**src/design/cda_pkg.sv**
```systemverilog
// ----------------------------------------------------------------------------
// cda_pkg: shared types and constants for the calendar date counter
// Transaction structs, sequencer states, month table and leap-year helpers.
// ----------------------------------------------------------------------------
package cda_pkg;

   localparam int YEAR_BITS    = 16;
   localparam int ADVANCE_BITS = 10;
   localparam int MONTH_BITS   = 4;
   localparam int DAY_BITS     = 5;

   // Year held modulo the Gregorian cycle of 400 years
   localparam int LEAP_CYCLE   = 400;
   localparam int MOD_BITS     = $clog2(LEAP_CYCLE);
   localparam int CENTURY      = 100;
   localparam int MONTHS       = 12;
   localparam int FEB          = 2;
   localparam int FEB_LEAP_LEN = 29;

   localparam logic [YEAR_BITS-1:0]  RESET_YEAR  = YEAR_BITS'(2000);
   localparam logic [MOD_BITS-1:0]   RESET_MOD   = MOD_BITS'(2000 % LEAP_CYCLE);
   localparam logic [MONTH_BITS-1:0] RESET_MONTH = MONTH_BITS'(1);
   localparam logic [DAY_BITS-1:0]   RESET_DAY   = DAY_BITS'(1);

   typedef enum logic {
      OP_LOAD    = 1'b0,
      OP_ADVANCE = 1'b1
   } op_type;

   typedef struct packed {
      op_type                  opcode;
      logic [YEAR_BITS-1:0]    load_year;
      logic [MONTH_BITS-1:0]   load_month;
      logic [DAY_BITS-1:0]     load_day;
      logic [ADVANCE_BITS-1:0] advance_days;
   } req_type;

   typedef struct packed {
      logic [YEAR_BITS-1:0]  out_year;
      logic [MONTH_BITS-1:0] out_month;
      logic [DAY_BITS-1:0]   out_day;
      logic                  load_error;
   } rsp_type;

   typedef struct packed {
      logic [YEAR_BITS-1:0]  year;
      logic [MOD_BITS-1:0]   year_mod;
      logic [MONTH_BITS-1:0] month;
      logic [DAY_BITS-1:0]   day;
   } date_type;

   typedef struct packed {
      logic [DAY_BITS-1:0] month_len;
      date_type            next;
   } step_type;

   typedef enum logic [1:0] {
      ST_IDLE,
      ST_REMAINDER,
      ST_ADVANCE,
      ST_FINISH
   } state_type;

   typedef enum logic [1:0] {
      REM_IDLE,
      REM_MULTIPLY,
      REM_SCALE,
      REM_SUBTRACT
   } rem_phase_type;

   typedef struct packed {
      logic accept;
      logic rem_start;
      logic sel_load;
      logic load_check;
      logic step_en;
      logic out_load;
   } ctrl_type;

   // Non-leap month lengths; zero for codes that are not a month
   function automatic logic [DAY_BITS-1:0] base_month_len(input logic [MONTH_BITS-1:0] m);
      logic [DAY_BITS-1:0] len;
      case (m)
         4'd1, 4'd3, 4'd5, 4'd7, 4'd8, 4'd10, 4'd12: len = DAY_BITS'(31);
         4'd4, 4'd6, 4'd9, 4'd11:                    len = DAY_BITS'(30);
         4'd2:                                       len = DAY_BITS'(28);
         default:                                    len = '0;
      endcase
      return len;
   endfunction

   // The low two year bits match the 400-year remainder modulo 4
   function automatic logic is_leap(input logic [YEAR_BITS-1:0] y,
                                    input logic [MOD_BITS-1:0]  ym);
      logic by400;
      logic by100;
      by400 = (ym == '0);
      by100 = by400 || (ym == MOD_BITS'(CENTURY)) || (ym == MOD_BITS'(2 * CENTURY)) ||
              (ym == MOD_BITS'(3 * CENTURY));
      return by400 || ((y[1:0] == 2'b00) && !by100);
   endfunction

endpackage

```
**src/design/cda_mod400.sv**
```systemverilog
// ----------------------------------------------------------------------------
// cda_mod400: year remainder unit
// Reduces a loaded year modulo 400 by a reciprocal multiply for the quotient,
// a scale back by 400 and a subtract.
// ----------------------------------------------------------------------------
module cda_mod400 (
   input  logic                          clock,
   input  logic                          reset,
   input  logic                          start,
   input  logic [cda_pkg::YEAR_BITS-1:0] value,
   output logic                          done,
   output logic [cda_pkg::MOD_BITS-1:0]  remainder
);
   import cda_pkg::*;

   // 400 is 25 shifted by 4: divide the upper year bits by 25
   localparam int     CYCLE_SHIFT = 4;
   localparam int     CYCLE_ODD   = LEAP_CYCLE >> CYCLE_SHIFT;
   localparam int     HI_BITS     = YEAR_BITS - CYCLE_SHIFT;
   localparam int     RECIP_SHIFT = HI_BITS + 5;
   localparam int     RECIP_BITS  = HI_BITS + 1;
   localparam int     PROD_BITS   = HI_BITS + RECIP_BITS;
   localparam int     Q_BITS      = PROD_BITS - RECIP_SHIFT;
   localparam longint RECIP       = ((longint'(1) << RECIP_SHIFT) + longint'(CYCLE_ODD - 1)) /
                                    longint'(CYCLE_ODD);

   rem_phase_type        phase_ff, phase_in;
   logic [YEAR_BITS-1:0] value_ff, value_in;
   logic [PROD_BITS-1:0] prod_ff, prod_in;
   logic [YEAR_BITS-1:0] sub_ff, sub_in;
   logic [MOD_BITS-1:0]  rem_ff, rem_in;
   logic                 done_ff, done_in;
   logic [Q_BITS-1:0]    quot;
   logic [YEAR_BITS-1:0] diff;

   assign quot = prod_ff[PROD_BITS-1:RECIP_SHIFT];
   assign diff = value_ff - sub_ff;

   // Next phase
   always_comb begin
      phase_in = phase_ff;
      if (start) begin
         phase_in = REM_MULTIPLY;
      end else begin
         case (phase_ff)
            REM_MULTIPLY: phase_in = REM_SCALE;
            REM_SCALE:    phase_in = REM_SUBTRACT;
            REM_SUBTRACT: phase_in = REM_IDLE;
            default:      phase_in = REM_IDLE;
         endcase
      end
   end

   // Datapath
   always_comb begin
      value_in = value_ff;
      prod_in  = prod_ff;
      sub_in   = sub_ff;
      rem_in   = rem_ff;
      done_in  = 1'b0;
      if (start) begin
         value_in = value;
      end else begin
         case (phase_ff)
            REM_MULTIPLY: begin
               prod_in = PROD_BITS'(value_ff[YEAR_BITS-1:CYCLE_SHIFT]) * PROD_BITS'(RECIP);
            end
            REM_SCALE: begin
               sub_in = YEAR_BITS'(quot) * YEAR_BITS'(LEAP_CYCLE);
            end
            REM_SUBTRACT: begin
               rem_in  = diff[MOD_BITS-1:0];
               done_in = 1'b1;
            end
            default: ;
         endcase
      end
   end

   always_ff @(posedge clock) begin
      if (reset) begin
         phase_ff <= REM_IDLE;
         done_ff  <= 1'b0;
      end else begin
         phase_ff <= phase_in;
         done_ff  <= done_in;
      end
      value_ff <= value_in;
      prod_ff  <= prod_in;
      sub_ff   <= sub_in;
      rem_ff   <= rem_in;
   end

   assign done      = done_ff;
   assign remainder = rem_ff;

endmodule

```
**src/design/cda_day_step.sv**
```systemverilog
// ----------------------------------------------------------------------------
// cda_day_step: shared one-day date unit
// Gives the month length of a date and the date one day later, rolling over
// month and year ends and carrying the 400-year remainder along.
// ----------------------------------------------------------------------------
module cda_day_step (
   input  cda_pkg::date_type cur,
   output cda_pkg::step_type step
);
   import cda_pkg::*;

   logic [DAY_BITS-1:0] len;

   always_comb begin
      len = base_month_len(cur.month);
      if ((cur.month == MONTH_BITS'(FEB)) && is_leap(cur.year, cur.year_mod)) begin
         len = DAY_BITS'(FEB_LEAP_LEN);
      end
      step.month_len = len;
      step.next      = cur;
      if (cur.day < len) begin
         step.next.day = cur.day + DAY_BITS'(1);
      end else if (cur.month < MONTH_BITS'(MONTHS)) begin
         step.next.month = cur.month + MONTH_BITS'(1);
         step.next.day   = DAY_BITS'(1);
      end else begin
         // wrap past the top year restarts the cycle at year zero
         step.next.year  = cur.year + YEAR_BITS'(1);
         step.next.month = MONTH_BITS'(1);
         step.next.day   = DAY_BITS'(1);
         if ((cur.year == '1) || (cur.year_mod == MOD_BITS'(LEAP_CYCLE - 1))) begin
            step.next.year_mod = '0;
         end else begin
            step.next.year_mod = cur.year_mod + MOD_BITS'(1);
         end
      end
   end

endmodule

```
**src/design/calendar_date_advance.sv**
```systemverilog
// ----------------------------------------------------------------------------
// calendar_date_advance: Gregorian calendar date counter
// Holds a date, loads a checked date or advances it by a count of days.
// ----------------------------------------------------------------------------
// Every request transaction gives one response transaction with the date as
// it stands afterwards. The date resets to 2000-01-01. A new request is taken
// only after the response of the last one is loaded into the output register.
// A load reduces the year modulo 400 by a reciprocal multiply before the date
// is checked; an advance moves the date one day per cycle through the shared
// day-step unit. A rejected load leaves the date as it is and flags
// load_error. Requests are held off while one is in progress; a finished
// response waits in the output register.
module calendar_date_advance (
   input  logic             clock,
   input  logic             reset,
   input  logic             req_valid,
   output logic             req_stall,
   input  cda_pkg::req_type req_data,
   output logic             rsp_valid,
   input  logic             rsp_stall,
   output cda_pkg::rsp_type rsp_data
);
   import cda_pkg::*;

   state_type               state_ff, state_in;
   ctrl_type                ctrl;
   req_type                 req_ff;
   logic [ADVANCE_BITS-1:0] count_ff, count_in;
   date_type                date_ff, date_in;
   logic                    err_ff, err_in;
   logic                    rsp_valid_ff, rsp_valid_in;
   rsp_type                 rsp_ff;

   logic                    rem_done;
   logic [MOD_BITS-1:0]     rem_value;
   date_type                step_cur;
   step_type                step;
   logic                    load_ok;

   cda_mod400 u_mod400 (
      .clock     (clock),
      .reset     (reset),
      .start     (ctrl.rem_start),
      .value     (req_data.load_year),
      .done      (rem_done),
      .remainder (rem_value)
   );

   always_comb begin
      if (ctrl.sel_load) begin
         step_cur.year     = req_ff.load_year;
         step_cur.year_mod = rem_value;
         step_cur.month    = req_ff.load_month;
         step_cur.day      = req_ff.load_day;
      end else begin
         step_cur = date_ff;
      end
   end

   cda_day_step u_day_step (
      .cur  (step_cur),
      .step (step)
   );

   assign load_ok = (step.month_len != '0) && (req_ff.load_day != '0) &&
                    (req_ff.load_day <= step.month_len);

   // Next state
   always_comb begin
      state_in = state_ff;
      case (state_ff)
         ST_IDLE: begin
            if (req_valid) begin
               if (req_data.opcode == OP_LOAD) begin
                  state_in = ST_REMAINDER;
               end else if (req_data.advance_days == '0) begin
                  state_in = ST_FINISH;
               end else begin
                  state_in = ST_ADVANCE;
               end
            end
         end
         ST_REMAINDER: begin
            if (rem_done) begin
               state_in = ST_FINISH;
            end
         end
         ST_ADVANCE: begin
            if (count_ff == ADVANCE_BITS'(1)) begin
               state_in = ST_FINISH;
            end
         end
         ST_FINISH: begin
            if (!rsp_valid_ff || !rsp_stall) begin
               state_in = ST_IDLE;
            end
         end
         default: state_in = ST_IDLE;
      endcase
   end

   // Sequencer outputs
   always_comb begin
      ctrl      = '0;
      req_stall = 1'b1;
      case (state_ff)
         ST_IDLE: begin
            req_stall      = 1'b0;
            ctrl.accept    = req_valid;
            ctrl.rem_start = req_valid && (req_data.opcode == OP_LOAD);
         end
         ST_REMAINDER: begin
            ctrl.sel_load   = 1'b1;
            ctrl.load_check = rem_done;
         end
         ST_ADVANCE: begin
            ctrl.step_en = 1'b1;
         end
         ST_FINISH: begin
            ctrl.out_load = !rsp_valid_ff || !rsp_stall;
         end
         default: begin
            req_stall = 1'b1;
         end
      endcase
   end

   always_comb begin
      count_in     = count_ff;
      date_in      = date_ff;
      err_in       = err_ff;
      rsp_valid_in = rsp_valid_ff;
      if (ctrl.accept) begin
         count_in = req_data.advance_days;
         err_in   = 1'b0;
      end
      if (ctrl.load_check) begin
         if (load_ok) begin
            date_in.year     = req_ff.load_year;
            date_in.year_mod = rem_value;
            date_in.month    = req_ff.load_month;
            date_in.day      = req_ff.load_day;
         end else begin
            err_in = 1'b1;
         end
      end
      if (ctrl.step_en) begin
         date_in  = step.next;
         count_in = count_ff - ADVANCE_BITS'(1);
      end
      if (ctrl.out_load) begin
         rsp_valid_in = 1'b1;
      end else if (!rsp_stall) begin
         rsp_valid_in = 1'b0;
      end
   end

   always_ff @(posedge clock) begin
      if (reset) begin
         state_ff         <= ST_IDLE;
         rsp_valid_ff     <= 1'b0;
         date_ff.year     <= RESET_YEAR;
         date_ff.year_mod <= RESET_MOD;
         date_ff.month    <= RESET_MONTH;
         date_ff.day      <= RESET_DAY;
      end else begin
         state_ff     <= state_in;
         rsp_valid_ff <= rsp_valid_in;
         date_ff      <= date_in;
      end
      count_ff <= count_in;
      err_ff   <= err_in;
      if (ctrl.accept) begin
         req_ff <= req_data;
      end
      // hold the response while the far side stalls
      if (ctrl.out_load) begin
         rsp_ff.out_year   <= date_ff.year;
         rsp_ff.out_month  <= date_ff.month;
         rsp_ff.out_day    <= date_ff.day;
         rsp_ff.load_error <= err_ff;
      end
   end

   assign rsp_valid = rsp_valid_ff;
   assign rsp_data  = rsp_ff;

endmodule
```
**config.mk**
```make
export PLATFORM = sky130hd
export DESIGN_NAME = calendar_date_advance
export DESIGN_NICKNAME = d
export VERILOG_FILES = /design/src/design/cda_pkg.sv /design/src/design/cda_mod400.sv /design/src/design/cda_day_step.sv /design/src/design/calendar_date_advance.sv
export SDC_FILE = /design/constraint.sdc
export NUM_CORES = 1
export LEC_CHECK = 0
export BUFFER_PORTS_ARGS = -buffer_cell sky130_fd_sc_hd__buf_2
export CAP_MARGIN = 20
export CORE_MARGIN = 2
export CORE_UTILIZATION = 35
export DETAILED_ROUTE_END_ITERATION = 6
export GPL_ROUTABILITY_DRIVEN = 0
export SLEW_MARGIN = 20
export SYNTH_ARGS = -nofsm -noshare
export SYNTH_HDL_FRONTEND = slang
export SYNTH_SLANG_ARGS = --single-unit
```
**constraint.sdc**
```tcl
create_clock -name clock -period 6.95 [get_ports clock]
set_clock_uncertainty 0.15 [all_clocks]
set_input_delay 0.695 -clock clock [delete_from_list [all_inputs] [get_ports clock]]
set_output_delay 0.695 -clock clock [all_outputs]
set_load 0.005 [all_outputs]
```
==> impl_metrics.yaml <==
layout:
  mostFrequentLayoutCells: "inv_1, ha_1, edfxtp_1"
  n_antenna_cell: 0
  drive_gt1_share_pct: 12.8
  final_common_cell: "inv_1"
  final_cells: 1344
  nets: 1174
  post-route-util_pct: 40.5
  area_delta_synth_final_pct: 13.1
power_and_ir_drop:
  power_frac_seq_pct: 27.1
  power_density_mw_per_mm2: 440
  clock_power_share_pct: 19.3
  swShare_pct: 42.2
  finalPower_uw: 4810
  pwr-share-comb_pct: 53.6
  max-vdd-ir-drop_mv: 0.437
  intPower_uw: 2780
  switching_power_uw: 2030
  power_leakage_uw: 0.00455
placed_design:
  io_buffers: 67
  post-place-ws_ns: 1.39
  dp_cells: 1312
  place_hpwl_mm: 17.2
logic_synthesis:
  synth_nets: 1109
  ys_warn_count: 0
  dominantRegCellSynth: "edfxtp_1"
  synth_edf_count: 96
  asyncSetResetFlopFracSynth_pct: 0
  ys_seq_elements: 137
  synth_cell_types: 71
  syn_area_per_cell_um2: 10.5
  synthCells: 925
  netlist_area_mm2: 0.00967
  synth-seq-area-share_pct: 38.3
clocking:
  htreeDepth: 4
  clk_pin_slew_ns: 0.06
  clkLatencyLatePin_ns: 0.43
  cts_resized: 0
  clock_path_buffers: 2
  cts_root_buf: "clkbuf_16"
  clock_sinks: 137
  cts_tree: "built"
  ctsHoldBuffers: 0
  cts_setup_buffers: 0
  cts_buffers: 17
global_routing:
  antenna_found_initial: 0
  grt_max_degree: 52
  grt_pass1_vias: 6876
  globalRouteMet2Util_pct: 27.3
  grt_busiest_layer: "met2"
  overflow: 0
  track_usage_pct: 16.5
  met1_usage_pct: 22.0
  met3_usage_pct: 3.42
  grt_pass1_wl_mm: 36.9
sta:
  slew_violations: 0
  finalWorstSetupSlack_ns: 1.32
  timing.fmax_ghz: 0.178
  finalHoldViolations: 0
  fin_crit_sh_pct: 80.9
  setup_viol: 0
  worst_pin_slew_ns: 0.980
  timing.setup.tns_ns: 0
  relSlewSlack_pct: 34.7
  finalCriticalPeriod_ns: 5.63
  rsz0062_at_grt: "false"
flow_run:
  maxCapViolCount: 0
floorplanning:
  dieArea_mm2: 0.0290
  chipWidth_um: 170
  fp.dieH_um: 170
  top_level_ports: 68
  initial_utilization_pct: 35.8
  rows: 60
  core-area_mm2: 0.0270
routing:
  route.detailed.drc: 0
  antenna_left: 0
  routedWlPerCell_um: 16.9
  viasPerCell: 5.21
  firstDrtPassIters: 5
  routed_wl_mm: 22.8
  vias: 6998
  drtIter0Drc: 491
critical_path:
  critPathArrivalTime_ns: 5.80
  required_ns: 7.12
  critical_path_class: "reg -> reg"
  start_kind: "flop"
  cp_max_fo: 31
  cp-end-kind: "flop"
outcome:
  status: "finished, final reports clean"
worst_hold_path:
  hp-class: "reg -> reg"
==> path summary, 6_finish.rpt <==
path | start | to | slack (ns) | cells past startpoint
worst max-delay path | state_ff[1]$_SDFFE_PP0P_ | date_ff[20]$_SDFFE_PP0P_ | 1.32 | 18
worst min-delay path | u_mod400.value_ff[2]$_DFFE_PP_ | u_mod400.remainder[2]$_DFFE_PP_ | 0.27 | 0
worst max register to register | state_ff[1]$_SDFFE_PP0P_ | date_ff[20]$_SDFFE_PP0P_ | 1.32 | 18
worst min register to register | u_mod400.value_ff[2]$_DFFE_PP_ | u_mod400.remainder[2]$_DFFE_PP_ | 0.27 | 0
==> sequential cells by signal, summed over array words and instances (netlist names) <==
register,count
date_ff,34
rsp_data,26
req_ff,25
u_mod400.value_ff,16
count_ff,10
u_mod400.remainder,9
u_mod400.prod_ff,5
u_mod400.sub_ff,5
state_ff,2
u_mod400.phase_ff,2
err_ff,1
rsp_valid,1
u_mod400.done,1
==> cell usage after synthesis, drive strengths merged, types with 16 or more instances <==
library cell	number	area share (%)
inv	150	5.8
dfxtp	41	8.5
o21ai	33	1.7
a21oi	39	2.0
xnor2	28	2.5
nand2	43	1.7
nor2	49	2.1
edfxtp	96	30
nor3	16	0.83
mux2i	50	5.2
nand3	31	1.7
ha	98	13
fa	46	9.5
==> stage by stage <==
| step | hold slack, ns | cell area, um2 |
|---|---|---|
| after floorplan | 0.250 | 9670 |
| after global placement | 0.258 | 10300 |
| after detailed placement | 0.255 | 10300 |
| after CTS | 0.268 | 10900 |
| after global routing | 0.272 | 10900 |
| final | 0.268 | 10900 |
==> logic make-up after synthesis <==
group	synth area share, %
AO/OA/AOI/OAI	11.2
AND/OR/NAND/NOR	11.1
flip-flops	38.3
adder cells (fa/ha/maj)	22.2
XOR/XNOR	3.62
buffers and inverters	7.41
multiplexers	6.11
==> power groups by stage <==
stage / clock (uW) / combinational [uW] / sequential [uW]
final: 929 / 2580 / 1300
after CTS: 947 / 2610 / 1300
after global placement: 0 / 2560 / 1310
after global routing: 980 / 3010 / 1330
after detailed placement: 0 / 2590 / 1320
after floorplan: 0 / 2020 / 1250
==> critical path: stages (launching register included) <==
cell and delay (ns):
dfxtp_1 0.33, inv_1 0.12, ha_2 0.67, mux2i_1 0.47, ha_1 0.28, nor4bb_1 0.30
a31oi_1 0.12, and2_1 0.26, a21oi_1 0.20, ha_1 0.30, a21oi_1 0.25, nor2b_1 0.08
a311o_1 0.31, a211o_1 0.29, o22a_4 0.26, nor2_8 0.35, buf_4 0.35, mux2i_1 0.12
a211oi_1 0.27
==> layout make-up <==
type / instances / area, um2
clock inverter: 14 / 173
sequential: 137 / 3700
timing repair buffer: 72 / 373
fill: 2675 / 16100
inverter: 151 / 567
clock buffer: 18 / 429
tap: 341 / 427
multi-input combinational: 611 / 5270
==> metal layers <==
layer  vias up  wire length, um
met5         -                0
met1      3449            10600
met3        19              918
met2       122            11000
met4         0              243
li1       3408                -
Note: power is estimated with default switching activity, not from simulation.
